**src/rtl/core/spose_pkg.sv**
```systemverilog
// ----------------------------------------------------------------------------
// Servo pose interpolator package
// Shared constants, command and register codes, controller types.
// ----------------------------------------------------------------------------
package spose_pkg;

   localparam int MAX_SERVOS_DEF = 32;
   localparam int POSE_SHIFT_DEF = 3;
   localparam int CENTER_POS     = 512;
   localparam int RESULT_LIMIT   = 32;
   localparam int DIV_W          = 16;

   localparam logic [5:0] SERVO_COUNT_RST = 6'd18;
   localparam logic [7:0] FRAME_LEN_RST   = 8'd33;

   localparam logic [1:0] CMD_LOAD_TARGET  = 2'd0;
   localparam logic [1:0] CMD_LOAD_CURRENT = 2'd1;
   localparam logic [1:0] CMD_START        = 2'd2;
   localparam logic [1:0] CMD_TICK         = 2'd3;

   localparam logic [1:0] REG_SERVO_COUNT = 2'd0;
   localparam logic [1:0] REG_FRAME_LEN   = 2'd1;

   typedef enum logic [3:0] {
      ST_IDLE,
      ST_DECODE,
      ST_FRAMES,
      ST_STEP_RD,
      ST_STEP_GO,
      ST_STEP_WAIT,
      ST_TICK_RD,
      ST_TICK_UPD,
      ST_TICK_END,
      ST_EMIT_RD,
      ST_EMIT
   } state_type;

   typedef struct packed {
      logic accept;
      logic idx_clr;
      logic idx_inc;
      logic div_go;
      logic div_sel_gap;
      logic frames_ld;
      logic step_wr;
      logic arm_set;
      logic tick_begin;
      logic pose_upd;
      logic tick_end;
      logic emit;
   } ctl_cmd_type;

   typedef struct packed {
      logic [1:0] cmd;
      logic       armed;
      logic       n_zero;
      logic       idx_last;
      logic       div_done;
   } ctl_sts_type;

endpackage

```
**src/rtl/core/servo_pose_interpolator.sv**
```systemverilog
// ----------------------------------------------------------------------------
// Servo pose interpolator
// Keyframe linear interpolation of a pose of up to 32 servos.
// ----------------------------------------------------------------------------
// Commands enter on req_* and transfer at a clock edge with start high and
// busy low. Load target and load current write one slot. Start divides
// duration by frame length, then runs one division per servo, all on the
// shared divider. A tick while armed updates every servo, then emits one
// result per servo on rsp_*, marked by rsp_strobe, rsp_last on the final
// one. A tick while disarmed emits nothing. The receiver cannot stall;
// every result stays one cycle on the ports. Registers are written through
// csr_* while busy is low. Reset disarms the block, centres every current
// and target position and restores servo_count 18 and frame_length_ms 33.
// ----------------------------------------------------------------------------
module servo_pose_interpolator #(
   parameter int MAX_SERVOS = spose_pkg::MAX_SERVOS_DEF,
   parameter int POSE_SHIFT = spose_pkg::POSE_SHIFT_DEF
) (
   input  logic        clock,
   input  logic        reset,
   input  logic        start,
   output logic        busy,
   input  logic [1:0]  req_command,
   input  logic [4:0]  req_servo_index,
   input  logic [9:0]  req_position,
   input  logic [15:0] req_duration_ms,
   input  logic        csr_valid,
   output logic        csr_ready,
   input  logic [1:0]  csr_index,
   input  logic [7:0]  csr_wdata,
   output logic        rsp_strobe,
   output logic [4:0]  rsp_slot,
   output logic [9:0]  rsp_servo_position,
   output logic        rsp_still_moving,
   output logic        rsp_last
);

   spose_pkg::ctl_cmd_type ctl_cmd;
   spose_pkg::ctl_sts_type ctl_sts;

   assign csr_ready = ~busy;

   spose_ctl u_ctl (
      .clock (clock),
      .reset (reset),
      .start (start),
      .sts   (ctl_sts),
      .busy  (busy),
      .cmd   (ctl_cmd)
   );

   spose_dp #(.MAX_SERVOS(MAX_SERVOS), .POSE_SHIFT(POSE_SHIFT)) u_dp (
      .clock              (clock),
      .reset              (reset),
      .cmd                (ctl_cmd),
      .sts                (ctl_sts),
      .req_command        (req_command),
      .req_servo_index    (req_servo_index),
      .req_position       (req_position),
      .req_duration_ms    (req_duration_ms),
      .csr_we             (csr_valid && csr_ready),
      .csr_index          (csr_index),
      .csr_wdata          (csr_wdata),
      .rsp_strobe         (rsp_strobe),
      .rsp_slot           (rsp_slot),
      .rsp_servo_position (rsp_servo_position),
      .rsp_still_moving   (rsp_still_moving),
      .rsp_last           (rsp_last)
   );

`ifndef ASSERT_OFF
   a_accept_busy: assert property (@(posedge clock) disable iff (reset)
      (start && !busy) |=> busy)
      else $error("accepted command did not raise busy");

   a_strobe_gap: assert property (@(posedge clock) disable iff (reset)
      rsp_strobe |=> !rsp_strobe)
      else $error("results on consecutive cycles");

   a_run_continues: assert property (@(posedge clock) disable iff (reset)
      (rsp_strobe && !rsp_last) |-> ##2 rsp_strobe)
      else $error("result run broken before last");

   a_last_idle: assert property (@(posedge clock) disable iff (reset)
      (rsp_strobe && rsp_last) |-> !busy)
      else $error("busy after final result");
`endif

endmodule

```
**src/rtl/core/spose_ram.sv**
```systemverilog
// ----------------------------------------------------------------------------
// Generic RAM
// One write port, one read port with registered read data.
// ----------------------------------------------------------------------------
module spose_ram #(
   parameter int WIDTH = 8,
   parameter int DEPTH = 32
) (
   input  logic                                        clock,
   input  logic                                        we,
   input  logic [((DEPTH > 1) ? $clog2(DEPTH) : 1)-1:0] waddr,
   input  logic [WIDTH-1:0]                            wdata,
   input  logic [((DEPTH > 1) ? $clog2(DEPTH) : 1)-1:0] raddr,
   output logic [WIDTH-1:0]                            rdata
);

   logic [WIDTH-1:0] mem_ff [DEPTH];
   logic [WIDTH-1:0] rdata_ff;

   always_ff @(posedge clock) begin
      if (we) begin
         mem_ff[waddr] <= wdata;
      end
      rdata_ff <= mem_ff[raddr];
   end

   assign rdata = rdata_ff;

endmodule

```
**src/rtl/core/spose_div.sv**
```systemverilog
// ----------------------------------------------------------------------------
// Iterative divider
// Restoring unsigned division, one quotient bit per cycle.
// ----------------------------------------------------------------------------
module spose_div (
   input  logic                         clock,
   input  logic                         reset,
   input  logic                         go,
   input  logic [spose_pkg::DIV_W-1:0]  dividend,
   input  logic [spose_pkg::DIV_W-1:0]  divisor,
   output logic                         done,
   output logic [spose_pkg::DIV_W-1:0]  quotient
);

   localparam int W  = spose_pkg::DIV_W;
   localparam int CW = $clog2(W + 1);

   logic [W-1:0]  rem_ff;
   logic [W-1:0]  quo_ff;
   logic [W-1:0]  dsr_ff;
   logic [CW-1:0] cnt_ff;
   logic          run_ff;
   logic          done_ff;
   logic [W:0]    shifted;
   logic [W:0]    trial;
   logic          fits;

   always_comb begin
      shifted = {rem_ff, quo_ff[W-1]};
      trial   = shifted - {1'b0, dsr_ff};
      fits    = shifted >= {1'b0, dsr_ff};
   end

   always_ff @(posedge clock) begin
      if (reset) begin
         run_ff  <= 1'b0;
         done_ff <= 1'b0;
         cnt_ff  <= '0;
      end else begin
         done_ff <= 1'b0;
         if (go) begin
            run_ff <= 1'b1;
            cnt_ff <= CW'(W);
         end else if (run_ff) begin
            cnt_ff <= cnt_ff - CW'(1);
            if (cnt_ff == CW'(1)) begin
               run_ff  <= 1'b0;
               done_ff <= 1'b1;
            end
         end
      end
   end

   always_ff @(posedge clock) begin
      if (go) begin
         rem_ff <= '0;
         quo_ff <= dividend;
         dsr_ff <= divisor;
      end else if (run_ff) begin
         rem_ff <= fits ? trial[W-1:0] : shifted[W-1:0];
         quo_ff <= {quo_ff[W-2:0], fits};
      end
   end

   assign done     = done_ff;
   assign quotient = quo_ff;

endmodule

```
**src/rtl/core/spose_ctl.sv**
```systemverilog
// ----------------------------------------------------------------------------
// Servo pose interpolator controller
// Sequences load, start and tick commands over the datapath.
// ----------------------------------------------------------------------------
module spose_ctl (
   input  logic                   clock,
   input  logic                   reset,
   input  logic                   start,
   input  spose_pkg::ctl_sts_type sts,
   output logic                   busy,
   output spose_pkg::ctl_cmd_type cmd
);

   spose_pkg::state_type state_ff;
   spose_pkg::state_type state_in;

   always_ff @(posedge clock) begin
      if (reset) begin
         state_ff <= spose_pkg::ST_IDLE;
      end else begin
         state_ff <= state_in;
      end
   end

   always_comb begin
      state_in = state_ff;
      cmd      = '0;
      busy     = state_ff != spose_pkg::ST_IDLE;
      case (state_ff)
         spose_pkg::ST_IDLE: begin
            if (start) begin
               cmd.accept = 1'b1;
               state_in   = spose_pkg::ST_DECODE;
            end
         end
         spose_pkg::ST_DECODE: begin
            case (sts.cmd)
               spose_pkg::CMD_START: begin
                  cmd.div_go = 1'b1;
                  state_in   = spose_pkg::ST_FRAMES;
               end
               spose_pkg::CMD_TICK: begin
                  if (sts.armed) begin
                     cmd.tick_begin = 1'b1;
                     cmd.idx_clr    = 1'b1;
                     state_in = sts.n_zero ? spose_pkg::ST_TICK_END : spose_pkg::ST_TICK_RD;
                  end else begin
                     state_in = spose_pkg::ST_IDLE;
                  end
               end
               default: begin
                  state_in = spose_pkg::ST_IDLE;
               end
            endcase
         end
         spose_pkg::ST_FRAMES: begin
            if (sts.div_done) begin
               cmd.frames_ld = 1'b1;
               cmd.idx_clr   = 1'b1;
               if (sts.n_zero) begin
                  cmd.arm_set = 1'b1;
                  state_in    = spose_pkg::ST_IDLE;
               end else begin
                  state_in = spose_pkg::ST_STEP_RD;
               end
            end
         end
         spose_pkg::ST_STEP_RD: begin
            state_in = spose_pkg::ST_STEP_GO;
         end
         spose_pkg::ST_STEP_GO: begin
            cmd.div_go      = 1'b1;
            cmd.div_sel_gap = 1'b1;
            state_in        = spose_pkg::ST_STEP_WAIT;
         end
         spose_pkg::ST_STEP_WAIT: begin
            if (sts.div_done) begin
               cmd.step_wr = 1'b1;
               if (sts.idx_last) begin
                  cmd.arm_set = 1'b1;
                  state_in    = spose_pkg::ST_IDLE;
               end else begin
                  cmd.idx_inc = 1'b1;
                  state_in    = spose_pkg::ST_STEP_RD;
               end
            end
         end
         spose_pkg::ST_TICK_RD: begin
            state_in = spose_pkg::ST_TICK_UPD;
         end
         spose_pkg::ST_TICK_UPD: begin
            cmd.pose_upd = 1'b1;
            if (sts.idx_last) begin
               state_in = spose_pkg::ST_TICK_END;
            end else begin
               cmd.idx_inc = 1'b1;
               state_in    = spose_pkg::ST_TICK_RD;
            end
         end
         spose_pkg::ST_TICK_END: begin
            cmd.tick_end = 1'b1;
            cmd.idx_clr  = 1'b1;
            state_in = sts.n_zero ? spose_pkg::ST_IDLE : spose_pkg::ST_EMIT_RD;
         end
         spose_pkg::ST_EMIT_RD: begin
            state_in = spose_pkg::ST_EMIT;
         end
         spose_pkg::ST_EMIT: begin
            cmd.emit = 1'b1;
            if (sts.idx_last) begin
               state_in = spose_pkg::ST_IDLE;
            end else begin
               cmd.idx_inc = 1'b1;
               state_in    = spose_pkg::ST_EMIT_RD;
            end
         end
         default: begin
            state_in = spose_pkg::ST_IDLE;
         end
      endcase
   end

endmodule

```
**src/rtl/core/spose_dp.sv**
```systemverilog
// ----------------------------------------------------------------------------
// Servo pose interpolator datapath
// Pose and step memories, divider, frame counters and result registers.
// ----------------------------------------------------------------------------
module spose_dp #(
   parameter int MAX_SERVOS = spose_pkg::MAX_SERVOS_DEF,
   parameter int POSE_SHIFT = spose_pkg::POSE_SHIFT_DEF
) (
   input  logic                   clock,
   input  logic                   reset,
   input  spose_pkg::ctl_cmd_type cmd,
   output spose_pkg::ctl_sts_type sts,
   input  logic [1:0]             req_command,
   input  logic [4:0]             req_servo_index,
   input  logic [9:0]             req_position,
   input  logic [15:0]            req_duration_ms,
   input  logic                   csr_we,
   input  logic [1:0]             csr_index,
   input  logic [7:0]             csr_wdata,
   output logic                   rsp_strobe,
   output logic [4:0]             rsp_slot,
   output logic [9:0]             rsp_servo_position,
   output logic                   rsp_still_moving,
   output logic                   rsp_last
);

   localparam int PB = 10 + POSE_SHIFT;
   localparam int SW = PB + 1;
   localparam int IW = (MAX_SERVOS > 1) ? $clog2(MAX_SERVOS) : 1;
   localparam int DW = spose_pkg::DIV_W;
   localparam logic [PB-1:0] RESET_POSE = PB'(spose_pkg::CENTER_POS << POSE_SHIFT);

   logic [1:0]            cmd_ff;
   logic [15:0]           dur_ff;
   logic [5:0]            servo_count_ff;
   logic [7:0]            frame_len_ff;
   logic [15:0]           frames_planned_ff;
   logic [15:0]           frames_done_ff;
   logic                  armed_ff;
   logic                  all_arr_ff;
   logic [IW-1:0]         idx_ff;
   logic [MAX_SERVOS-1:0] cur_valid_ff;
   logic [MAX_SERVOS-1:0] tgt_valid_ff;
   logic                  cur_vq_ff;
   logic                  tgt_vq_ff;
   logic                  rsp_strobe_ff;
   logic [4:0]            rsp_slot_ff;
   logic [9:0]            rsp_pos_ff;
   logic                  rsp_still_ff;
   logic                  rsp_last_ff;

   logic [6:0]    active_n;
   logic          idx_last;
   logic          load_hit;
   logic          load_tgt;
   logic          load_cur;
   logic [PB-1:0] fine;
   logic [PB-1:0] cur_rd;
   logic [PB-1:0] tgt_rd;
   logic [SW-1:0] step_rd;
   logic [PB-1:0] cur_eff;
   logic [PB-1:0] tgt_eff;
   logic [PB-1:0] gap;
   logic          move_up;
   logic          arrived_now;
   logic [PB-1:0] new_pose;
   logic [7:0]    len_eff;
   logic [DW-1:0] div_dividend;
   logic [DW-1:0] div_divisor;
   logic          div_done;
   logic [DW-1:0] div_q;
   logic [SW-1:0] step_new;
   logic          disarm;
   logic          cur_we;
   logic [IW-1:0] cur_waddr;
   logic [PB-1:0] cur_wdata;

   always_comb begin
      active_n = 7'(servo_count_ff);
      if (active_n > 7'(MAX_SERVOS)) begin
         active_n = 7'(MAX_SERVOS);
      end
      if (active_n > 7'(spose_pkg::RESULT_LIMIT)) begin
         active_n = 7'(spose_pkg::RESULT_LIMIT);
      end
      idx_last = 7'(idx_ff) == (active_n - 7'd1);

      load_hit = cmd.accept && (7'(req_servo_index) < 7'(MAX_SERVOS));
      load_tgt = load_hit && (req_command == spose_pkg::CMD_LOAD_TARGET);
      load_cur = load_hit && (req_command == spose_pkg::CMD_LOAD_CURRENT);
      fine     = PB'(req_position) << POSE_SHIFT;

      cur_eff = cur_vq_ff ? cur_rd : RESET_POSE;
      tgt_eff = tgt_vq_ff ? tgt_rd : RESET_POSE;
      move_up = tgt_eff > cur_eff;
      gap     = move_up ? (tgt_eff - cur_eff) : (cur_eff - tgt_eff);
      arrived_now = (gap == '0) || (SW'(gap) < step_rd);
      if (arrived_now) begin
         new_pose = tgt_eff;
      end else if (move_up) begin
         new_pose = cur_eff + PB'(step_rd);
      end else begin
         new_pose = cur_eff - PB'(step_rd);
      end

      len_eff      = (frame_len_ff == 8'd0) ? 8'd1 : frame_len_ff;
      div_dividend = cmd.div_sel_gap ? DW'(gap) : dur_ff;
      div_divisor  = cmd.div_sel_gap ? frames_planned_ff : DW'(len_eff);
      step_new     = SW'(div_q) + SW'(1);
      disarm       = all_arr_ff && (frames_done_ff >= frames_planned_ff);

      cur_we    = load_cur || cmd.pose_upd;
      cur_waddr = load_cur ? IW'(req_servo_index) : idx_ff;
      cur_wdata = load_cur ? fine : new_pose;
   end

   spose_ram #(.WIDTH(PB), .DEPTH(MAX_SERVOS)) u_cur_ram (
      .clock (clock),
      .we    (cur_we),
      .waddr (cur_waddr),
      .wdata (cur_wdata),
      .raddr (idx_ff),
      .rdata (cur_rd)
   );

   spose_ram #(.WIDTH(PB), .DEPTH(MAX_SERVOS)) u_tgt_ram (
      .clock (clock),
      .we    (load_tgt),
      .waddr (IW'(req_servo_index)),
      .wdata (fine),
      .raddr (idx_ff),
      .rdata (tgt_rd)
   );

   spose_ram #(.WIDTH(SW), .DEPTH(MAX_SERVOS)) u_step_ram (
      .clock (clock),
      .we    (cmd.step_wr),
      .waddr (idx_ff),
      .wdata (step_new),
      .raddr (idx_ff),
      .rdata (step_rd)
   );

   spose_div u_div (
      .clock    (clock),
      .reset    (reset),
      .go       (cmd.div_go),
      .dividend (div_dividend),
      .divisor  (div_divisor),
      .done     (div_done),
      .quotient (div_q)
   );

   always_ff @(posedge clock) begin
      if (reset) begin
         servo_count_ff    <= spose_pkg::SERVO_COUNT_RST;
         frame_len_ff      <= spose_pkg::FRAME_LEN_RST;
         frames_planned_ff <= '0;
         frames_done_ff    <= '0;
         armed_ff          <= 1'b0;
         cur_valid_ff      <= '0;
         tgt_valid_ff      <= '0;
         rsp_strobe_ff     <= 1'b0;
      end else begin
         if (csr_we && (csr_index == spose_pkg::REG_SERVO_COUNT)) begin
            servo_count_ff <= csr_wdata[5:0];
         end
         if (csr_we && (csr_index == spose_pkg::REG_FRAME_LEN)) begin
            frame_len_ff <= csr_wdata;
         end
         if (cmd.frames_ld) begin
            frames_planned_ff <= (div_q == 16'hFFFF) ? 16'hFFFF : div_q + 16'd1;
         end
         if (cmd.tick_begin && (frames_done_ff != 16'hFFFF)) begin
            frames_done_ff <= frames_done_ff + 16'd1;
         end else if (cmd.tick_end && disarm) begin
            frames_done_ff <= '0;
         end
         if (cmd.arm_set) begin
            armed_ff <= 1'b1;
         end else if (cmd.tick_end && disarm) begin
            armed_ff <= 1'b0;
         end
         if (load_cur) begin
            cur_valid_ff[IW'(req_servo_index)] <= 1'b1;
         end else if (cmd.pose_upd) begin
            cur_valid_ff[idx_ff] <= 1'b1;
         end
         if (load_tgt) begin
            tgt_valid_ff[IW'(req_servo_index)] <= 1'b1;
         end
         rsp_strobe_ff <= cmd.emit;
      end
   end

   always_ff @(posedge clock) begin
      cur_vq_ff <= cur_valid_ff[idx_ff];
      tgt_vq_ff <= tgt_valid_ff[idx_ff];
      if (cmd.accept) begin
         cmd_ff <= req_command;
         dur_ff <= req_duration_ms;
      end
      if (cmd.idx_clr) begin
         idx_ff <= '0;
      end else if (cmd.idx_inc) begin
         idx_ff <= idx_ff + IW'(1);
      end
      if (cmd.tick_begin) begin
         all_arr_ff <= 1'b1;
      end else if (cmd.pose_upd) begin
         all_arr_ff <= all_arr_ff && arrived_now;
      end
      if (cmd.emit) begin
         rsp_slot_ff  <= 5'(idx_ff);
         rsp_pos_ff   <= cur_eff[PB-1:POSE_SHIFT];
         rsp_still_ff <= armed_ff;
         rsp_last_ff  <= idx_last;
      end
   end

   always_comb begin
      sts.cmd      = cmd_ff;
      sts.armed    = armed_ff;
      sts.n_zero   = active_n == 7'd0;
      sts.idx_last = idx_last;
      sts.div_done = div_done;
   end

   assign rsp_strobe         = rsp_strobe_ff;
   assign rsp_slot           = rsp_slot_ff;
   assign rsp_servo_position = rsp_pos_ff;
   assign rsp_still_moving   = rsp_still_ff;
   assign rsp_last           = rsp_last_ff;

endmodule
```
**config.mk**
```make
export PLATFORM = sky130hd
export DESIGN_NAME = servo_pose_interpolator
export DESIGN_NICKNAME = d
export VERILOG_FILES = /design/src/rtl/core/spose_pkg.sv /design/src/rtl/core/servo_pose_interpolator.sv /design/src/rtl/core/spose_ram.sv /design/src/rtl/core/spose_div.sv /design/src/rtl/core/spose_ctl.sv /design/src/rtl/core/spose_dp.sv
export SDC_FILE = /design/constraint.sdc
export NUM_CORES = 2
export LEC_CHECK = 0
export BUFFER_PORTS_ARGS = -buffer_cell sky130_fd_sc_hd__buf_2
export CAP_MARGIN = 0
export CORE_UTILIZATION = 45
export CTS_CLUSTER_DIAMETER = 200
export CTS_CLUSTER_SIZE = 8
export DETAILED_ROUTE_END_ITERATION = 16
export HOLD_SLACK_MARGIN = 0.15
export PLACE_DENSITY = 0.73
export SETUP_SLACK_MARGIN = 0.1
export SLEW_MARGIN = 20
export SYNTH_ARGS = -nofsm -noshare
export SYNTH_HDL_FRONTEND = slang
export SYNTH_SLANG_ARGS = --single-unit
```
**constraint.sdc**
```tcl
create_clock -name clock -period 6 [get_ports clock]
set_clock_uncertainty 0.15 [all_clocks]
set_input_delay 0.9 -clock clock [delete_from_list [all_inputs] [get_ports clock]]
set_output_delay 0.9 -clock clock [all_outputs]
set_load 0.02 [all_outputs]
```
==> impl_summary.md <==
Run status
The run finished with clean final reports.

Place
Before CTS, the worst setup slack after placement is -0.0186 ns. The number of placed instances, taps included is 5093. The number of buffer cells added on primary ports is 66.

The HPWL after detailed placement is 91600 um. The placed standard-cell area is 61200 um^2. The placer congestion estimate is 0.878.

STA
Setup repair after global routing left no endpoint under its margin. The hold violation total from the final report is 0. Timing would allow up to 178 MHz.

The worst hold slack after final layout is 0.205 ns. The worst path needs 5.62 ns of the cycle, external delays included. The max-slew violation count is 0. For the pin with the worst max-slew slack, the measured transition is 1.15 ns. The worst pin sits at a relative slew slack of 0.227. Dividing the final minimum period by the clock period gives 0.936. The final worst setup slack is 0.384 ns. The number of setup violations in the final report is 0.

Logic synthesis
Dividing the synthesized area by the synthesized cell count gives 17.1 um^2. The net count of the mapped netlist is 3542. The share of the Yosys chip area taken by registers is 0.709. After synthesis the netlist holds a flip-flop and latch count of 1435. In the synthesized netlist the dominant register cell turns out to be sky130_fd_sc_hd__edfxtp_1.

Yosys mapped a number of flops with a built-in enable equal to 1251. The cell area after technology mapping is 58200 um^2. Yosys printed 0 warnings. The number of instances in the synthesized netlist is 3406. The async set or reset register ratio after synthesis is 0. The netlist uses 85 different library cells.

Critical path
Following the worst setup path forward leads to its endpoint at u_dp.u_cur_ram.mem_ff[1][8]. For the worst setup path, the data required time is 6.43 ns. The register-to-register path setup slack is 0.38 ns. The kind of launch point of the worst setup path is a register. The worst setup path is captured at a register.

Along the worst path, the maximum fanout reaches 32. The worst setup path is of the register to register kind. The most critical setup path has its startpoint at u_dp.cur_vq_ff. The endpoint of the lowest-slack register-to-register path is u_dp.u_cur_ram.mem_ff[1][8]. The worst reg-to-reg path cell count is 21.

The worst register-to-register path begins at u_dp.cur_vq_ff. Data on the critical path arrives at its endpoint at 6.05 ns.

Power
For this design the static power due to leakage is 0.0225 uW. The peak supply drop is 0.282 mV. Dividing total power by cell area gives a power density of 369 nW/um^2.

Layout
Across the whole layout, storage elements account for 41300 um^2. The number of standard cells in the final layout excluding fillers is 5448. The finished cells cover 67500 um^2.

The area used by multi-input combinational logic is 16200 um^2. Once layout is complete, the utilization of the core stands at 0.528. In the final design database the tool counted 3799 nets.

The fraction of layout cells with a size suffix above 1 is 0.219. The area growth from synthesis to layout is 16.0%. Counting the fill cells in the layout gives 9807.

Drt
In the routed layout, each cell is associated on average with a via count of 6.17. Once detail routing completed, the nets flagged for antenna violations numbered 0. The detailed router placed 33600 vias in this run. Dividing the detail-routed wire length by the instance count gives 27.8 um.

The routed wire length is 151000 um. The number of detailed-routing iterations run before antenna repair is 5. The initial detailed-routing violation count is 4048. For this run, design rule violations remaining after detail routing come to 0.

GRT
The sum of overflow across all layers after global routing is 0. The global-route usage over all layers is 0.230. The first global-routing pass estimated 221000 um of wire.

The initial antenna violation count was 6. Entering global routing, the biggest net connects 129 pins. The number of global-route vias before repair was 33300.

Clock network
The CTS tree is done. In this run the number of H-tree levels came out at 4. After clock tree synthesis, the clock-pin slew on the worst setup and hold paths is 0.05 ns. The cell sitting at the root of the clock tree is a sky130_fd_sc_hd__clkbuf_16. For the worst-skew pair, the clock arrives at the later sink with an insertion delay of 0.82 ns. The clock passes through at most 3 buffers. The clock sink count is 1435. In this run, CTS created clock tree buffers numbering 197.

Min path
The tightest min-delay check is of the input port to register type.

Floorplan
The starting density of the core is 0.455. After floorplanning, the core was sized to cover 128000 um^2. The floorplan step defined a die boundary enclosing 131000 um^2. The die is 361 um tall.

The number of core rows is 131. The chip width is 361 um. 67 I/O pins were placed.

Job
The tool flagged a number of max-cap violations equal to 0.
[worst max-delay path, cell delays in order, from the launching register on]
cell                        delay [ns]
sky130_fd_sc_hd__dfxtp_1          0.47
sky130_fd_sc_hd__buf_4            0.25
sky130_fd_sc_hd__nand2_1          0.09
sky130_fd_sc_hd__ha_1             0.42
sky130_fd_sc_hd__nand4_1          0.19
sky130_fd_sc_hd__nor4_2           0.39
sky130_fd_sc_hd__or2_2            0.29
sky130_fd_sc_hd__nand2_4          0.12
sky130_fd_sc_hd__o21ai_0          0.27
sky130_fd_sc_hd__ha_1             0.29
sky130_fd_sc_hd__a21o_1           0.16
sky130_fd_sc_hd__a21oi_1          0.17
sky130_fd_sc_hd__o21bai_1         0.09
sky130_fd_sc_hd__a2111oi_0        0.40
sky130_fd_sc_hd__or3_1            0.19
sky130_fd_sc_hd__a31oi_2          0.15
sky130_fd_sc_hd__buf_4            0.21
sky130_fd_sc_hd__nand2_1          0.21
sky130_fd_sc_hd__nor2_4           0.08
sky130_fd_sc_hd__buf_12           0.16
sky130_fd_sc_hd__a211oi_4         0.27
sky130_fd_sc_hd__buf_4            0.33
[Yosys cell counts, types with 25 or more instances]
master | instances | area share
sky130_fd_sc_hd__edfxtp_1 | 1251 | 0.65
sky130_fd_sc_hd__mux4_2 | 312 | 0.12
sky130_fd_sc_hd__nor2_1 | 300 | 0.019
sky130_fd_sc_hd__dfxtp_1 | 184 | 0.063
sky130_fd_sc_hd__a22oi_1 | 170 | 0.022
sky130_fd_sc_hd__nand2_1 | 144 | 0.0093
sky130_fd_sc_hd__clkbuf_1 | 133 | 0.0086
sky130_fd_sc_hd__inv_1 | 109 | 0.0070
sky130_fd_sc_hd__ha_1 | 86 | 0.019
sky130_fd_sc_hd__a21oi_1 | 77 | 0.0066
sky130_fd_sc_hd__o21ai_0 | 53 | 0.0046
sky130_fd_sc_hd__a221oi_1 | 50 | 0.0075
sky130_fd_sc_hd__nand4_1 | 49 | 0.0053
sky130_fd_sc_hd__xnor2_1 | 43 | 0.0065
sky130_fd_sc_hd__buf_1 | 41 | 0.0026
sky130_fd_sc_hd__a21o_1 | 35 | 0.0045
sky130_fd_sc_hd__nor3_1 | 34 | 0.0029
sky130_fd_sc_hd__nand3_1 | 31 | 0.0027
sky130_fd_sc_hd__nor2b_1 | 25 | 0.0027
[kinds of logic after synthesis]
group | Yosys count | synth area share
simple gates | 686 | 0.0542
flops | 1435 | 0.709
xor+xnor | 64 | 0.00977
fa+ha+maj | 89 | 0.0195
compound gates | 506 | 0.0630
mux | 337 | 0.125
buf+inv | 289 | 0.0189
[cell type report]
class                   count  area share
well taps                1662      0.0308
clock inverters            15     0.00543
diodes                      1   0.0000371
repair buffers            234      0.0270
clock buffers             306      0.0794
flip-flops and latches   1435       0.612
inverters                 110     0.00612
multi-input cells        1685       0.240
[repair_timing]
item	4_1_cts	5_1_grt
hold endpoints to repair	21	0
pin swaps	1	7
endpoints found under the setup margin	96	379
gates cloned	1	2
hold buffers	21	0
setup buffers	0	8
resized for setup	3	14
[layer usage]
metal	track usage	wire length (um)
met5	0	62
met4	0.0936	6040
met3	0.0531	15000
met2	0.371	72900
met1	0.301	57300
[registers in the layout, summed over array words and instances (netlist names), 6 cells and up]
name                     cells
u_dp.cur_valid_ff           32
u_dp.dur_ff                 16
u_dp.frame_len_ff            8
u_dp.frames_done_ff         16
u_dp.frames_planned_ff      16
u_dp.rsp_servo_position     10
u_dp.servo_count_ff          6
u_dp.tgt_valid_ff           32
u_dp.u_cur_ram.mem_ff      416
u_dp.u_cur_ram.rdata        13
u_dp.u_div.dsr_ff           16
u_dp.u_div.quotient         16
u_dp.u_div.rem_ff           16
u_dp.u_step_ram.mem_ff     448
u_dp.u_step_ram.rdata       14
u_dp.u_tgt_ram.mem_ff      320
u_dp.u_tgt_ram.rdata        10
[metrics by stage]
stage,setup TNS [ns],power (uW)
after detailed placement,-0.557,14700
after global placement,0,14700
final,0,24900
after floorplan,0,13800
after CTS,0,25000
after global routing,0,25700
[report_power, final]
part	leakage (uW)	internal [uW]	total, uW	switching [uW]
Clock	0.00271	6100	10300	4180
Sequential	0.0131	11200	11300	168
Combinational	0.00660	1450	3240	1800
[layout by cell type (no fill, tap or decap), types with 22 or more instances in the layout]
cell type and count:
sky130_fd_sc_hd__o21ai_0 51, sky130_fd_sc_hd__a21o_1 35, sky130_fd_sc_hd__nand2_1 144, sky130_fd_sc_hd__nand3_1 31, sky130_fd_sc_hd__xnor2_1 42, sky130_fd_sc_hd__nand2b_1 22
sky130_fd_sc_hd__buf_2 65, sky130_fd_sc_hd__ha_1 86, sky130_fd_sc_hd__inv_1 103, sky130_fd_sc_hd__edfxtp_1 1251, sky130_fd_sc_hd__nor2b_1 25, sky130_fd_sc_hd__buf_4 134
sky130_fd_sc_hd__clkbuf_1 108, sky130_fd_sc_hd__nor2_1 280, sky130_fd_sc_hd__mux4_2 312, sky130_fd_sc_hd__dfxtp_1 181, sky130_fd_sc_hd__nand4_1 49, sky130_fd_sc_hd__a22oi_1 170
sky130_fd_sc_hd__a221oi_1 46, sky130_fd_sc_hd__a21oi_1 74, sky130_fd_sc_hd__nor3_1 30, sky130_fd_sc_hd__clkbuf_16 198
[worst min-delay path by stage]
stage	slack (ns)	cells after the start	from	endpoint
global route	0.20	3	csr_wdata[5]	u_dp.servo_count_ff[5]
finish	0.20	2	csr_wdata[4]	u_dp.servo_count_ff[4]
floorplan	0.28	0	u_dp.armed_ff	u_dp.rsp_still_moving
CTS	0.16	3	csr_wdata[5]	u_dp.servo_count_ff[5]
detailed placement	0.31	2	u_dp.tgt_valid_ff[14]	u_dp.tgt_valid_ff[14]
global placement	0.29	2	u_dp.frames_planned_ff[14]	u_dp.frames_planned_ff[14]
No activity file was read; power rests on OpenSTA's default activity.
